--- src/hdl/wed_pkg.sv ---
// ----------------------------------------------------------------------------
// wed_pkg
// Shared types, constants and width helpers for the waveform envelope
// decimator: controller/datapath command and status groups, state codes.
// ----------------------------------------------------------------------------
`default_nettype none

package wed_pkg;

  localparam int NUM_LANES  = 8;
  localparam int LANE_IDX_W = 3;
  localparam int SAMPLE_W   = 32;
  localparam int LEVEL_W    = 32;
  localparam int CC_W       = 4;
  localparam int SPP_W      = 17;
  localparam int CFG_IDX_W  = 2;
  localparam int CFG_DATA_W = 17;

  localparam int DEF_MAX_CHANNELS     = 8;
  localparam int DEF_MAX_POINT_FRAMES = 65536;

  localparam logic [CC_W-1:0]  CC_RESET   = 4'd2;
  localparam logic [SPP_W-1:0] SPP_RESET  = 17'd1024;
  localparam logic             MODE_RESET = 1'b0;

  // Configuration register indexes.
  localparam logic [CFG_IDX_W-1:0] CFG_CHANNEL_COUNT     = 2'd0;
  localparam logic [CFG_IDX_W-1:0] CFG_SAMPLES_PER_PIXEL = 2'd1;
  localparam logic [CFG_IDX_W-1:0] CFG_SAMPLE_WIDTH_MODE = 2'd2;

  function automatic int lane_cap(int max_ch);
    return (max_ch < NUM_LANES) ? max_ch : NUM_LANES;
  endfunction

  function automatic int frames_cap(int max_frames);
    int spp_max;
    spp_max = (1 << SPP_W) - 1;
    return (max_frames < spp_max) ? max_frames : spp_max;
  endfunction

  function automatic int count_width(int max_frames);
    return $clog2(frames_cap(max_frames) + 1);
  endfunction

  // A full point sums at most lanes * frames magnitudes of up to 2^31 each.
  function automatic int sum_width(int max_ch, int max_frames);
    return LEVEL_W + $clog2(lane_cap(max_ch) * frames_cap(max_frames));
  endfunction

  function automatic int div_width(int max_ch, int max_frames);
    return $clog2(lane_cap(max_ch) * frames_cap(max_frames) + 1);
  endfunction

  typedef enum logic [2:0] {
    ST_IDLE,
    ST_ACCUM,
    ST_CHECK,
    ST_LOAD,
    ST_DIVIDE,
    ST_EMIT
  } state_e;

  typedef struct packed {
    logic                  cap_frame;
    logic                  acc_lane;
    logic [LANE_IDX_W-1:0] lane_idx;
    logic                  count_inc;
    logic                  clear_all;
    logic                  div_load;
    logic                  div_step;
    logic                  emit;
    logic                  emit_flush;
  } cmd_t;

  typedef struct packed {
    logic last_lane;
    logic count_nz;
    logic point_full;
    logic out_busy;
  } status_t;

endpackage

`default_nettype wire

--- src/hdl/wed_ctrl.sv ---
// ----------------------------------------------------------------------------
// wed_ctrl
// Sequencer: walks the active lanes of a frame, checks for a full point,
// runs the divider step count and hands the point to the output register.
// ----------------------------------------------------------------------------
`default_nettype none

module wed_ctrl #(
  parameter int MAX_CHANNELS     = wed_pkg::DEF_MAX_CHANNELS,
  parameter int MAX_POINT_FRAMES = wed_pkg::DEF_MAX_POINT_FRAMES
) (
  input  wire logic             clk_i,
  input  wire logic             rst_ni,
  input  wire logic             in_valid_i,
  input  wire logic             flush_i,
  output logic                  in_stall_o,
  input  wire wed_pkg::status_t status_i,
  output wed_pkg::cmd_t         cmd_o
);

  import wed_pkg::*;

  localparam int SumW    = sum_width(MAX_CHANNELS, MAX_POINT_FRAMES);
  localparam int DivCntW = $clog2(SumW);

  state_e state_q, state_d;
  logic [LANE_IDX_W-1:0] lane_q, lane_d;
  logic [DivCntW-1:0]    dcnt_q, dcnt_d;
  logic                  flush_q, flush_d;

  logic accept;
  logic div_last;

  assign in_stall_o = (state_q != ST_IDLE);
  assign accept     = in_valid_i && (state_q == ST_IDLE);
  assign div_last   = (dcnt_q == DivCntW'(SumW - 1));

  // Next state.
  always_comb begin
    state_d = state_q;
    unique case (state_q)
      ST_IDLE: begin
        if (accept) begin
          if (!flush_i) begin
            state_d = ST_ACCUM;
          end else if (status_i.count_nz) begin
            state_d = ST_LOAD;
          end
        end
      end
      ST_ACCUM: begin
        if (status_i.last_lane) begin
          state_d = ST_CHECK;
        end
      end
      ST_CHECK: begin
        state_d = status_i.point_full ? ST_LOAD : ST_IDLE;
      end
      ST_LOAD: begin
        state_d = ST_DIVIDE;
      end
      ST_DIVIDE: begin
        if (div_last) begin
          state_d = ST_EMIT;
        end
      end
      ST_EMIT: begin
        if (!status_i.out_busy) begin
          state_d = ST_IDLE;
        end
      end
      default: state_d = ST_IDLE;
    endcase
  end

  // Commands and counters.
  always_comb begin
    cmd_o            = '0;
    cmd_o.lane_idx   = lane_q;
    cmd_o.emit_flush = flush_q;
    lane_d           = lane_q;
    dcnt_d           = dcnt_q;
    flush_d          = flush_q;
    unique case (state_q)
      ST_IDLE: begin
        if (accept) begin
          if (!flush_i) begin
            cmd_o.cap_frame = 1'b1;
            lane_d          = '0;
            flush_d         = 1'b0;
          end else if (status_i.count_nz) begin
            flush_d = 1'b1;
          end else begin
            cmd_o.clear_all = 1'b1;
          end
        end
      end
      ST_ACCUM: begin
        cmd_o.acc_lane = 1'b1;
        lane_d         = lane_q + 1'b1;
        if (status_i.last_lane) begin
          cmd_o.count_inc = 1'b1;
        end
      end
      ST_CHECK: begin
      end
      ST_LOAD: begin
        cmd_o.div_load = 1'b1;
        dcnt_d         = '0;
      end
      ST_DIVIDE: begin
        cmd_o.div_step = 1'b1;
        dcnt_d         = dcnt_q + 1'b1;
      end
      ST_EMIT: begin
        cmd_o.emit = !status_i.out_busy;
      end
      default: begin
      end
    endcase
  end

  always_ff @(posedge clk_i or negedge rst_ni) begin
    if (!rst_ni) begin
      state_q <= ST_IDLE;
      lane_q  <= '0;
      dcnt_q  <= '0;
      flush_q <= 1'b0;
    end else begin
      state_q <= state_d;
      lane_q  <= lane_d;
      dcnt_q  <= dcnt_d;
      flush_q <= flush_d;
    end
  end

endmodule

`default_nettype wire

--- src/hdl/wed_dpath.sv ---
// ----------------------------------------------------------------------------
// wed_dpath
// Datapath: configuration registers, frame capture, magnitude accumulator,
// frame counter, restoring divider, running peak and output register.
// ----------------------------------------------------------------------------
`default_nettype none

module wed_dpath #(
  parameter int MAX_CHANNELS     = wed_pkg::DEF_MAX_CHANNELS,
  parameter int MAX_POINT_FRAMES = wed_pkg::DEF_MAX_POINT_FRAMES
) (
  input  wire logic                                clk_i,
  input  wire logic                                rst_ni,
  input  wire logic                                cfg_we_i,
  input  wire logic [wed_pkg::CFG_IDX_W-1:0]       cfg_index_i,
  input  wire logic [wed_pkg::CFG_DATA_W-1:0]      cfg_data_i,
  input  wire logic signed [wed_pkg::SAMPLE_W-1:0] lanes_i [wed_pkg::NUM_LANES],
  input  wire wed_pkg::cmd_t                       cmd_i,
  output wed_pkg::status_t                         status_o,
  input  wire logic                                out_stall_i,
  output logic                                     out_valid_o,
  output logic [wed_pkg::LEVEL_W-1:0]              mean_level_o,
  output logic [wed_pkg::LEVEL_W-1:0]              peak_level_o,
  output logic                                     from_flush_o
);

  import wed_pkg::*;

  localparam int LaneCap   = lane_cap(MAX_CHANNELS);
  localparam int FramesMax = frames_cap(MAX_POINT_FRAMES);
  localparam int CountW    = count_width(MAX_POINT_FRAMES);
  localparam int SumW      = sum_width(MAX_CHANNELS, MAX_POINT_FRAMES);
  localparam int DivW      = div_width(MAX_CHANNELS, MAX_POINT_FRAMES);
  localparam int ProdW     = CC_W + CountW;

  logic [CC_W-1:0]  cc_q;
  logic [SPP_W-1:0] spp_q;
  logic             mode_q;

  logic [SAMPLE_W-1:0] lane_q [NUM_LANES];
  logic [SumW-1:0]     sum_q;
  logic [CountW-1:0]   count_q;
  logic [LEVEL_W-1:0]  peak_q;
  logic [SumW-1:0]     quo_q;
  logic [DivW-1:0]     rem_q;
  logic [DivW-1:0]     dsr_q;

  logic                out_valid_q;
  logic [LEVEL_W-1:0]  mean_out_q;
  logic [LEVEL_W-1:0]  peak_out_q;
  logic                flush_out_q;

  logic [CC_W-1:0]     chans;
  logic [SPP_W-1:0]    frames;
  logic [LEVEL_W-1:0]  mag;
  logic [ProdW-1:0]    prod;
  logic [DivW:0]       trial;
  logic                trial_ge;
  logic [LEVEL_W-1:0]  mean;
  logic [LEVEL_W-1:0]  peak_new;

  function automatic logic [LEVEL_W-1:0] magnitude(logic [SAMPLE_W-1:0] raw, logic wide);
    logic [SAMPLE_W-1:0] v32;
    logic [15:0]         v16;
    v32 = raw[SAMPLE_W-1] ? (~raw + 1'b1) : raw;
    v16 = raw[15] ? (~raw[15:0] + 1'b1) : raw[15:0];
    return wide ? v32 : {v16, 16'd0};
  endfunction

  // Effective channel count and point length after clamping.
  always_comb begin
    chans = cc_q;
    if (chans == '0) begin
      chans = CC_W'(1);
    end
    if (chans > CC_W'(LaneCap)) begin
      chans = CC_W'(LaneCap);
    end
    frames = spp_q;
    if (frames == '0) begin
      frames = SPP_W'(1);
    end
    if (frames > SPP_W'(FramesMax)) begin
      frames = SPP_W'(FramesMax);
    end
  end

  assign mag      = magnitude(lane_q[cmd_i.lane_idx], mode_q);
  assign prod     = ProdW'(chans) * ProdW'(count_q);
  assign trial    = {rem_q, quo_q[SumW-1]};
  assign trial_ge = (trial >= {1'b0, dsr_q});
  assign mean     = quo_q[LEVEL_W-1:0];
  assign peak_new = (mean > peak_q) ? mean : peak_q;

  assign status_o.last_lane  = ({1'b0, cmd_i.lane_idx} == (chans - CC_W'(1)));
  assign status_o.count_nz   = (count_q != '0);
  assign status_o.point_full = (SPP_W'(count_q) >= frames);
  assign status_o.out_busy   = out_valid_q && out_stall_i;

  always_ff @(posedge clk_i or negedge rst_ni) begin
    if (!rst_ni) begin
      cc_q   <= CC_RESET;
      spp_q  <= SPP_RESET;
      mode_q <= MODE_RESET;
    end else if (cfg_we_i) begin
      unique case (cfg_index_i)
        CFG_CHANNEL_COUNT:     cc_q   <= cfg_data_i[CC_W-1:0];
        CFG_SAMPLES_PER_PIXEL: spp_q  <= cfg_data_i[SPP_W-1:0];
        CFG_SAMPLE_WIDTH_MODE: mode_q <= cfg_data_i[0];
        default: begin
        end
      endcase
    end
  end

  always_ff @(posedge clk_i or negedge rst_ni) begin
    if (!rst_ni) begin
      sum_q   <= '0;
      count_q <= '0;
      peak_q  <= '0;
    end else begin
      if (cmd_i.acc_lane) begin
        sum_q <= sum_q + SumW'(mag);
      end
      if (cmd_i.count_inc) begin
        count_q <= count_q + 1'b1;
      end
      if (cmd_i.clear_all) begin
        sum_q   <= '0;
        count_q <= '0;
        peak_q  <= '0;
      end
      if (cmd_i.emit) begin
        sum_q   <= '0;
        count_q <= '0;
        peak_q  <= cmd_i.emit_flush ? '0 : peak_new;
      end
    end
  end

  // Frame capture and divider registers hold payload only.
  always_ff @(posedge clk_i) begin
    if (cmd_i.cap_frame) begin
      for (int i = 0; i < NUM_LANES; i++) begin
        lane_q[i] <= lanes_i[i];
      end
    end
    if (cmd_i.div_load) begin
      quo_q <= sum_q;
      rem_q <= '0;
      dsr_q <= DivW'(prod);
    end else if (cmd_i.div_step) begin
      // One restoring step: the dividend shifts out at the top while the
      // quotient bits shift in at the bottom of the same register.
      quo_q <= {quo_q[SumW-2:0], trial_ge};
      rem_q <= trial_ge ? DivW'(trial - {1'b0, dsr_q}) : trial[DivW-1:0];
    end
  end

  always_ff @(posedge clk_i or negedge rst_ni) begin
    if (!rst_ni) begin
      out_valid_q <= 1'b0;
    end else if (cmd_i.emit) begin
      out_valid_q <= 1'b1;
    end else if (!out_stall_i) begin
      out_valid_q <= 1'b0;
    end
  end

  always_ff @(posedge clk_i) begin
    if (cmd_i.emit) begin
      mean_out_q  <= mean;
      peak_out_q  <= peak_new;
      flush_out_q <= cmd_i.emit_flush;
    end
  end

  assign out_valid_o  = out_valid_q;
  assign mean_level_o = mean_out_q;
  assign peak_level_o = peak_out_q;
  assign from_flush_o = flush_out_q;

endmodule

`default_nettype wire

--- src/hdl/waveform_envelope_decimator.sv ---
// ----------------------------------------------------------------------------
// waveform_envelope_decimator
// Mean absolute value decimator for waveform display: sums lane magnitudes
// per frame and emits the mean and running peak once per point.
//
//   channel   direction  handshake             payload
//   in        request    in_valid_i/in_stall_o lane0..7_sample_i, flush_i
//   out       result     out_valid_o/out_stall_i mean_level_o, peak_level_o,
//                                                  from_flush_o
//   cfg       write      cfg_we_i              cfg_index_i, cfg_data_i
//
// Within a frame, one lane magnitude is added per cycle.
// A frame that completes a point, or a flush with frames pending, then
// runs the bit-serial divider before the result is emitted.
// A flush with nothing pending only clears sum, count and peak. No clearing pass after reset.
// The output register frees the datapath; a stalled result holds only the
// point that follows it, at its emit step.
// ----------------------------------------------------------------------------
`default_nettype none

module waveform_envelope_decimator #(
  parameter int MAX_CHANNELS     = wed_pkg::DEF_MAX_CHANNELS,
  parameter int MAX_POINT_FRAMES = wed_pkg::DEF_MAX_POINT_FRAMES
) (
  input  wire logic                                clk_i,
  input  wire logic                                rst_ni,
  input  wire logic                                cfg_we_i,
  input  wire logic [wed_pkg::CFG_IDX_W-1:0]       cfg_index_i,
  input  wire logic [wed_pkg::CFG_DATA_W-1:0]      cfg_data_i,
  input  wire logic                                in_valid_i,
  output logic                                     in_stall_o,
  input  wire logic signed [wed_pkg::SAMPLE_W-1:0] lane0_sample_i,
  input  wire logic signed [wed_pkg::SAMPLE_W-1:0] lane1_sample_i,
  input  wire logic signed [wed_pkg::SAMPLE_W-1:0] lane2_sample_i,
  input  wire logic signed [wed_pkg::SAMPLE_W-1:0] lane3_sample_i,
  input  wire logic signed [wed_pkg::SAMPLE_W-1:0] lane4_sample_i,
  input  wire logic signed [wed_pkg::SAMPLE_W-1:0] lane5_sample_i,
  input  wire logic signed [wed_pkg::SAMPLE_W-1:0] lane6_sample_i,
  input  wire logic signed [wed_pkg::SAMPLE_W-1:0] lane7_sample_i,
  input  wire logic                                flush_i,
  output logic                                     out_valid_o,
  input  wire logic                                out_stall_i,
  output logic [wed_pkg::LEVEL_W-1:0]              mean_level_o,
  output logic [wed_pkg::LEVEL_W-1:0]              peak_level_o,
  output logic                                     from_flush_o
);

  import wed_pkg::*;

  logic signed [SAMPLE_W-1:0] lanes [NUM_LANES];
  cmd_t    cmd;
  status_t status;

  assign lanes[0] = lane0_sample_i;
  assign lanes[1] = lane1_sample_i;
  assign lanes[2] = lane2_sample_i;
  assign lanes[3] = lane3_sample_i;
  assign lanes[4] = lane4_sample_i;
  assign lanes[5] = lane5_sample_i;
  assign lanes[6] = lane6_sample_i;
  assign lanes[7] = lane7_sample_i;

  wed_ctrl #(
    .MAX_CHANNELS     (MAX_CHANNELS),
    .MAX_POINT_FRAMES (MAX_POINT_FRAMES)
  ) u_ctrl (
    .clk_i      (clk_i),
    .rst_ni     (rst_ni),
    .in_valid_i (in_valid_i),
    .flush_i    (flush_i),
    .in_stall_o (in_stall_o),
    .status_i   (status),
    .cmd_o      (cmd)
  );

  wed_dpath #(
    .MAX_CHANNELS     (MAX_CHANNELS),
    .MAX_POINT_FRAMES (MAX_POINT_FRAMES)
  ) u_dpath (
    .clk_i        (clk_i),
    .rst_ni       (rst_ni),
    .cfg_we_i     (cfg_we_i),
    .cfg_index_i  (cfg_index_i),
    .cfg_data_i   (cfg_data_i),
    .lanes_i      (lanes),
    .cmd_i        (cmd),
    .status_o     (status),
    .out_stall_i  (out_stall_i),
    .out_valid_o  (out_valid_o),
    .mean_level_o (mean_level_o),
    .peak_level_o (peak_level_o),
    .from_flush_o (from_flush_o)
  );

endmodule

`default_nettype wire
--- config.mk ---
export PLATFORM = sky130hd
export DESIGN_NAME = waveform_envelope_decimator
export DESIGN_NICKNAME = d
export VERILOG_FILES = /design/src/hdl/wed_pkg.sv /design/src/hdl/wed_ctrl.sv /design/src/hdl/wed_dpath.sv /design/src/hdl/waveform_envelope_decimator.sv
export SDC_FILE = /design/constraint.sdc
export NUM_CORES = 1
export LEC_CHECK = 0
export BUFFER_PORTS_ARGS = -buffer_cell sky130_fd_sc_hd__clkbuf_2
export CORE_ASPECT_RATIO = 0.7
export CORE_UTILIZATION = 45
export DETAILED_ROUTE_END_ITERATION = 8
export MAX_ROUTING_LAYER = met4
export PLACE_DENSITY = 0.74
export SLEW_MARGIN = 10
export SYNTH_ARGS = -nofsm -noshare
export SYNTH_HDL_FRONTEND = slang
export SYNTH_SLANG_ARGS = --single-unit
--- constraint.sdc ---
create_clock -name clk_i -period 19.48 [get_ports clk_i]
set_input_delay 5.844 -clock clk_i [delete_from_list [all_inputs] [get_ports clk_i]]
set_output_delay 5.844 -clock clk_i [all_outputs]
set_load 0.1 [all_outputs]
==> results of run 1 <==
cells by family (layout without fill, tap and decap cells):
logic type	Yosys count	after routing	share of synthesized area, %
AND/OR/NAND/NOR	688	688	11.3
flip-flops	548	548	53.9
AO/OA/AOI/OAI	468	468	10.3
buffers and inverters	258	624	3.74
multiplexers	186	186	9.60
adder cells (fa/ha/maj)	164	164	7.93
XOR/XNOR	104	104	3.15
other	0	2	0
sequential cells by signal, summed over array words and instances, names as in the netlist:
register              flops
u_dpath.from_flush_o      1
u_dpath.lane_q          256
u_dpath.peak_level_o     32
u_ctrl.dcnt_q             6
u_dpath.sum_q            51
u_dpath.spp_q            17
u_dpath.quo_q            51
u_ctrl.state_q            3
u_dpath.mode_q            1
u_dpath.mean_level_o     32
u_dpath.dsr_q            20
u_dpath.peak_q           32
u_ctrl.flush_q            1
u_dpath.cc_q              4
u_dpath.out_valid_o       1
u_dpath.rem_q            20
u_dpath.count_q          17
u_ctrl.lane_q             3
final cells by class:
class,instances,area [sq um],share of cell area (%)
Clock buffer,73,1480,4.46
Multi-Input combinational cell,1610,12300,36.8
Tap cell,829,1040,3.12
Timing Repair Buffer,372,1940,5.84
Clock inverter,31,417,1.25
Sequential cell,548,15600,46.8
Antenna cell,2,5.00,0.0150
Inverter,148,556,1.67
synthesized netlist by cell type, drive strengths merged (37+ instances only):
cell	n
a21o	50
edfxtp	392
mux4	68
inv	148
nand2	323
clkbuf	75
dfrtp	134
nand3	38
nor2	98
xnor2	46
ha	132
o21ai	148
a21oi	118
mux2i	91
and3	37
xor2	58
power groups by stage:
stage | registers (mW) | clock network (mW) | logic, mW
2_1_floorplan | 1.75 | 0 | 1.61
3_3_place_gp | 1.71 | 0 | 2.15
3_5_place_dp | 1.72 | 0 | 2.20
4_1_cts | 1.70 | 1.13 | 2.21
5_1_grt | 1.73 | 1.18 | 2.43
6_report | 1.70 | 1.11 | 2.22
critical path, delay by kind of cell, from the launching register on:
kind | cells | cell delay (ns)
buffers and inverters | 2 | 0.46
flip-flops | 1 | 0.51
AND/OR/NAND/NOR | 1 | 0.47
per-stage QoR:
step	utilization, %	std cells
2_1_floorplan	-	2416
3_3_place_gp	49.6	3507
3_5_place_dp	49.6	3507
4_1_cts	52.6	3611
5_1_grt	52.6	3613
6_report	52.6	3613
cell usage in the layout, fill, tap and decap left out, types with 14 or more instances in the layout:
master	Yosys	final
a21o_1	50	50
a21oi_1	118	118
clkbuf_2	0	346
nor2_1	98	96
dfrtp_1	134	131
inv_1	148	145
clkbuf_16	0	55
ha_1	132	132
or3_1	26	26
nand2_1	323	323
mux4_2	64	64
xnor2_1	46	46
fa_1	32	32
clkbuf_1	75	14
and3_1	37	37
nor3_1	34	34
o21ai_0	143	143
o221ai_1	32	32
buf_4	3	24
nand4_1	31	31
nand3_1	37	37
and2_1	29	29
xor2_1	58	58
mux2_2	27	27
edfxtp_1	392	392
mux2i_1	88	87
nor2b_1	15	15
dfxtp_1	20	20
path summary, 6_finish.rpt:
kind	start	to	slack (ns)
min in group asynchronous	rst_ni	u_dpath.peak_q[4]	5.28
setup reg to reg	u_ctrl.lane_q[0]	u_dpath.sum_q[41]	12.09
setup / recovery	u_ctrl.state_q[0]	in_stall_o	11.57
max in group asynchronous	rst_ni	u_dpath.peak_q[1]	12.93
hold reg to reg	u_dpath.rem_q[4]	u_dpath.rem_q[4]	0.48
hold / removal	u_dpath.rem_q[4]	u_dpath.rem_q[4]	0.48
routing by layer:
layer	wire length (um)	vias up
met5	0	-
met4	1370	0
met3	5510	99
met2	31900	750
met1	33200	9891
li1	-	9572
==> out/results.ini, run 1 <==
[run_status]
outcome = complete, no violations

[global_routing]
busiest_layer = met2
track_usage_pct = 22.6
grt.met1_usage_pct = 31.9
grt_pass1_vias = 20400
grt_use_met2_pct = 33.5
grt_max_degree = 205
antenna_found_initial = 2
grt_pass1_wl_um = 113000
gr-total-overflow = 0
grt.met3_usage_pct = 4.72

[cts]
cts.clk_slew.worst_paths_ns = 0.06
post_cts_resized = 0
cts_sinks = 548
cts_max_level = 2
clk_latency_ns = 0.64
cts_buffer_depth = 3
cts_root_buf = clkbuf_16
hold_buffers = 0
cts_tree = done
cts_buffers = 55
cts_setup_buffers = 0

[min_path]
holdPathStages = 2
worstHoldPathType = register to register

[power_and_ir_drop]
p_clk_share_pct = 22.1
p_int_mw = 3.01
switching_share_pct = 40.3
p_comb_share_pct = 44.1
p_leak_nw = 13.8
vdd_drop_max_mv = 0.114
total_power_mw = 5.04
powerDensity_nw_per_um2 = 151
p_switching_mw = 2.03
seqPwrFrac_pct = 33.8

[detailed_routing]
ant_nets = 0
via_per_inst = 5.62
vias = 20300
wl_per_cell_um = 19.9
wirelength_um = 72000
dr.first_iter.drc_count = 1730
drc = 0
dr.pass1.iters = 5

[worst_setup_path]
critPathSlowestCell = dfrtp_1
cpPeakStageDelay_ns = 0.51
crit_arrival_ns = 2.07
worst_ep_required_time_ns = 13.64
critPathMaxFanout = 13
cp-end-kind = primary output
cp-start-kind = register
crit_type = register to primary output
crit_chain = nor3_1 -> inv_1 -> clkbuf_2
ff2ff_path_depth = 19

[final_layout]
fillCellCount = 5244
areaGrowthSynthToFinish_pct = 15.3
final_area_sq_um = 33300
finish.net_count = 3180
drive_gt1_share_pct = 21.2

[placement]
portBuffers = 347
dp_hpwl_um = 52600
placedInstanceArea_sq_um = 31400
gp_congestion = 0.893
dpl_worst_slack_ns = 11.29

[synthesis]
yosysTopAreaCellShare_pct = 40.7
synth_cells = 2416
yosys.area.top_type = edfxtp_1
ys_top_cells_by_area = edfxtp_1, dfrtp_1, ha_1
yosysUniqueCellTypes = 79
ys_ff_latch = 548
synth-edff-count = 392
synth_nets = 2861
synth_area_sq_um = 28900
ys.flop_type = edfxtp_1
async_reset_ff_share_pct = 24.8
ys_seq_area_share_pct = 53.9
syn-mean-instance-area_sq_um = 12.0
ys_warn_count = 0

[sta]
slew_violations = 0
timing.fmax_mhz = 126
fin_ws_ns = 11.57
final-setup-viol-count = 0
timing.hold.ws_ns = 0.482
setup_tns_ns = 0
worst_slew_pin_slew_ns = 1.18
grt_setup_unrepaired = false
relSlewSlack_pct = 21.6
fin_crit_ns = 7.91
skew_ns = 0.0225
hold_viol_final = 0
fin_crit_sh_pct = 40.6

[die]
die_h_um = 214
num_rows = 77
die_area_sq_um = 65200
die_x_um = 305
ioPinCount = 348
start_util_pct = 45.6
core-area_sq_um = 63300

[flow_run]
maxCapViolCount = 0

Power figures use the tool's default switching activity.
==> run 2: changes to the inputs <==
- clock period: 19.48 -> 7.6 ns (I/O delays scaled with it)
==> run 2 against run 1 <==
  * Largest power group unchanged
  * Clock power is 140% higher
  * Utilization shrank 0.23 points
  * Sequential power rose to 2.6 times the previous value
  * Critical path type is now register to register
  * Sequential cell count did not move
  * Setup slack worse by 10 ns
  * Combinational power grew to 2.5 times the previous value
  * Via count is 0.71% higher
  * Clock skew fell by 0.0029 ns
  * Global-route usage is essentially flat
==> out/results.ini, run 2 (synthesis results as in run 1) <==
[worst_setup_path]
critPathMaxFanout = 48  ; was 13
cp-start-kind = register  ; unchanged
crit_arrival_ns = 6.99  ; was 2.07 ns
timing.rr.end = u_dpath.sum_q[41]  ; unchanged
crit_chain = mux4_2 -> mux2i_1 -> ha_1 -> nand2_1 -> nor4_4 -> and2_1 -> o21ai_0 -> and3_1 -> ha_1 -> and2_1 -> nor2b_1 -> o2111ai_1 -> o21ai_0 -> o2bb2ai_1 -> o31a_1 -> or4_1 -> a21oi_1  ; was nor3_1 -> inv_1 -> clkbuf_2
regToRegStartpoint = u_ctrl.lane_q[0]  ; unchanged
r2r_slack_ns = 1.14  ; was 12.09 ns
path_buf_inv = 0  ; was 2
crit_type = register to register  ; was register to primary output
critPathSlowestCell = dfrtp_4  ; was dfrtp_1
cp-end-kind = register  ; was primary output
worst_ep_required_time_ns = 8.13  ; was 13.64 ns
critPathTopFamily = simple AND/OR/NAND/NOR gates  ; was flip-flops
cpPeakStageDelay_ns = 0.94  ; was 0.51 ns
cp_num_cells = 17  ; was 3
ff2ff_path_depth = 17  ; was 19

[cts]
cts_root_buf = clkbuf_16  ; unchanged
cts_setup_buffers = 0  ; unchanged
hold_buffers = 0  ; unchanged
cts_buffers = 53  ; was 55
cts.clk_slew.worst_paths_ns = 0.07  ; was 0.06 ns
cts_buffer_depth = 3  ; unchanged
clk_latency_ns = 0.61  ; was 0.64 ns
post_cts_resized = 0  ; unchanged
cts_tree = done  ; unchanged
cts_sinks = 548  ; unchanged
cts_max_level = 2  ; unchanged

[detailed_routing]
wirelength_um = 71900  ; was 72000 um
vias = 20500  ; was 20300
drc = 0  ; unchanged
ant_nets = 0  ; unchanged
dr.pass1.iters = 8  ; was 5
dr.first_iter.drc_count = 1932  ; was 1730
wl_per_cell_um = 19.9  ; about the same
via_per_inst = 5.67  ; was 5.62

[final_layout]
largestRegisters = u_dpath.lane_q (256), u_dpath.quo_q (51), u_dpath.sum_q (51)  ; unchanged
largest_reg_flops = 256  ; unchanged
finish.net_count = 3180  ; unchanged
areaGrowthSynthToFinish_pct = 14.8  ; was 15.3%
drive_gt1_share_pct = 21.0  ; was 21.2%
top_register = u_dpath.lane_q  ; unchanged
final_common_cell = edfxtp_1  ; unchanged
fillCellCount = 5305  ; was 5244
fin_util_pct = 52.4  ; was 52.6%
final_cells = 3605  ; was 3613
mostFrequentLayoutCells = edfxtp_1, clkbuf_2, nand2_1  ; unchanged

[sta]
relSlewSlack_pct = 17.9  ; was 21.6%
timing.fmax_mhz = 155
setup_tns_ns = 0  ; unchanged
fin_crit_sh_pct = 85.0
final-setup-viol-count = 0  ; unchanged
worst_slew_pin_slew_ns = 1.23  ; was 1.18 ns
hold_viol_final = 0  ; unchanged
grt_setup_unrepaired = false  ; unchanged
skew_ns = 0.0196  ; was 0.0225 ns
fin_crit_ns = 6.46
fin_ws_ns = 1.14  ; was 11.57 ns
slew_violations = 0  ; unchanged

[placement]
dpl_worst_slack_ns = 1.12  ; was 11.29 ns
gp_congestion = 0.884  ; was 0.893
portBuffers = 347  ; unchanged
placed_cells = 3509  ; was 3507
dp_hpwl_um = 53400  ; was 52600 um

[global_routing]
gr-total-overflow = 0  ; unchanged
track_usage_pct = 22.6  ; about the same
grt_use_met2_pct = 33.5  ; about the same
grt.met1_usage_pct = 31.7  ; was 31.9%
antenna_found_initial = 2  ; unchanged
grt.met3_usage_pct = 4.57  ; was 4.72%
grt_max_degree = 205  ; unchanged
grt_pass1_wl_um = 112000  ; was 113000 um
busiest_layer = met2  ; unchanged
grt_pass1_vias = 20100  ; was 20400

[power_and_ir_drop]
p_comb_share_pct = 44.1  ; about the same
total_power_mw = 12.7  ; was 5.04 mW
seqPwrFrac_pct = 34.8  ; was 33.8%
p_switching_mw = 5.10  ; was 2.03 mW
p_int_mw = 7.61  ; was 3.01 mW
p_clk_share_pct = 21.1  ; was 22.1%
powerDensity_nw_per_um2 = 383  ; was 151 nW/um^2
p_leak_nw = 13.8  ; about the same
switching_share_pct = 40.1  ; was 40.3%
vdd_drop_max_mv = 0.212  ; was 0.114 mV

[flow_run]
maxCapViolCount = 0  ; unchanged

[die]
die_h_um = 214  ; unchanged
ioPinCount = 348  ; unchanged
die_x_um = 305  ; unchanged
start_util_pct = 45.6  ; unchanged
die_area_sq_um = 65200  ; unchanged
num_rows = 77  ; unchanged
core-area_sq_um = 63300  ; unchanged

[min_path]
whs_endpoint = u_dpath.rem_q[2]  ; was u_dpath.rem_q[4]
worstHoldPathType = register to register  ; unchanged
holdPathStages = 2  ; unchanged
hp-start = u_dpath.rem_q[2]  ; was u_dpath.rem_q[4]

[run_status]
outcome = complete, no violations  ; unchanged

[run 2: changes by cell type in the layout (fill, tap and decap cells not counted)]
cell	previous run	this run
buf_4	24	26
bufinv_16	7	6
clkbuf_1	14	10
clkbuf_16	55	53
clkbuf_8	4	5
clkinv_1	3	8
clkinv_2	4	5
clkinv_4	3	1
clkinv_8	3	0
clkinvlp_4	6	2
diode_2	2	1
inv_4	0	1
inv_6	4	3
[run 2: metrics by stage]
| stage | hold slack (ns) | area [sq um] |
|---|---|---|
| 2_1_floorplan | 0.444 | 28900 |
| 3_3_place_gp | 0.473 | 31400 |
| 3_5_place_dp | 0.481 | 31400 |
| 4_1_cts | 0.489 | 33200 |
| 5_1_grt | 0.515 | 33200 |
| 6_report | 0.495 | 33200 |
[run 2: power groups by stage]
stage | Combinational, mW | Sequential (mW) | Clock (mW)
after detailed placement | 5.55 | 4.48 | 0
after floorplan | 4.14 | 4.42 | 0
after global routing | 6.15 | 4.49 | 2.85
after global placement | 5.44 | 4.45 | 0
after CTS | 5.57 | 4.42 | 2.73
final | 5.61 | 4.43 | 2.68
[run 2: cell type report]
cell class / instances / area [sq um] / area share, %
antenna: 1 / 2.50 / 0.00755
clock buffer: 68 / 1430 / 4.32
clock inverter: 27 / 312 / 0.940
inverter: 148 / 556 / 1.68
multi-input combinational: 1610 / 12300 / 37.0
sequential: 548 / 15600 / 47.0
tap: 829 / 1040 / 3.13
timing repair buffer: 374 / 1960 / 5.91
[run 2: worst reg2reg max path, stage by stage, from the launching register on]
cell	delay, ns
dfrtp_4	0.94
mux4_2	0.61
mux2i_1	0.43
ha_1	0.31
nand2_1	0.13
nor4_4	0.37
and2_1	0.27
o21ai_0	0.09
and3_1	0.26
ha_1	0.37
and2_1	0.20
nor2b_1	0.19
o2111ai_1	0.13
o21ai_0	0.64
o2bb2ai_1	0.27
o31a_1	0.50
or4_1	0.55
a21oi_1	0.15
[run 2: worst max-delay path by stage]
stage	from	endpoint	slack (ns)
after floorplan	in_valid_i	u_dpath.lane_q[0][0]	0.97
after detailed placement	u_ctrl.lane_q[0]	u_dpath.sum_q[41]	1.12
after CTS	u_ctrl.lane_q[0]	u_dpath.sum_q[41]	1.09
final	u_ctrl.lane_q[0]	u_dpath.sum_q[41]	1.14
after global placement	u_ctrl.lane_q[0]	u_dpath.sum_q[41]	1.27
after global routing	u_ctrl.lane_q[0]	u_dpath.sum_q[41]	0.57
[run 2: per-layer routing]
layer | up-vias | wire length, um
li1 | 9540 | -
met1 | 9928 | 32000
met2 | 870 | 32000
met3 | 118 | 6140
met4 | 0 | 1670
met5 | - | 0
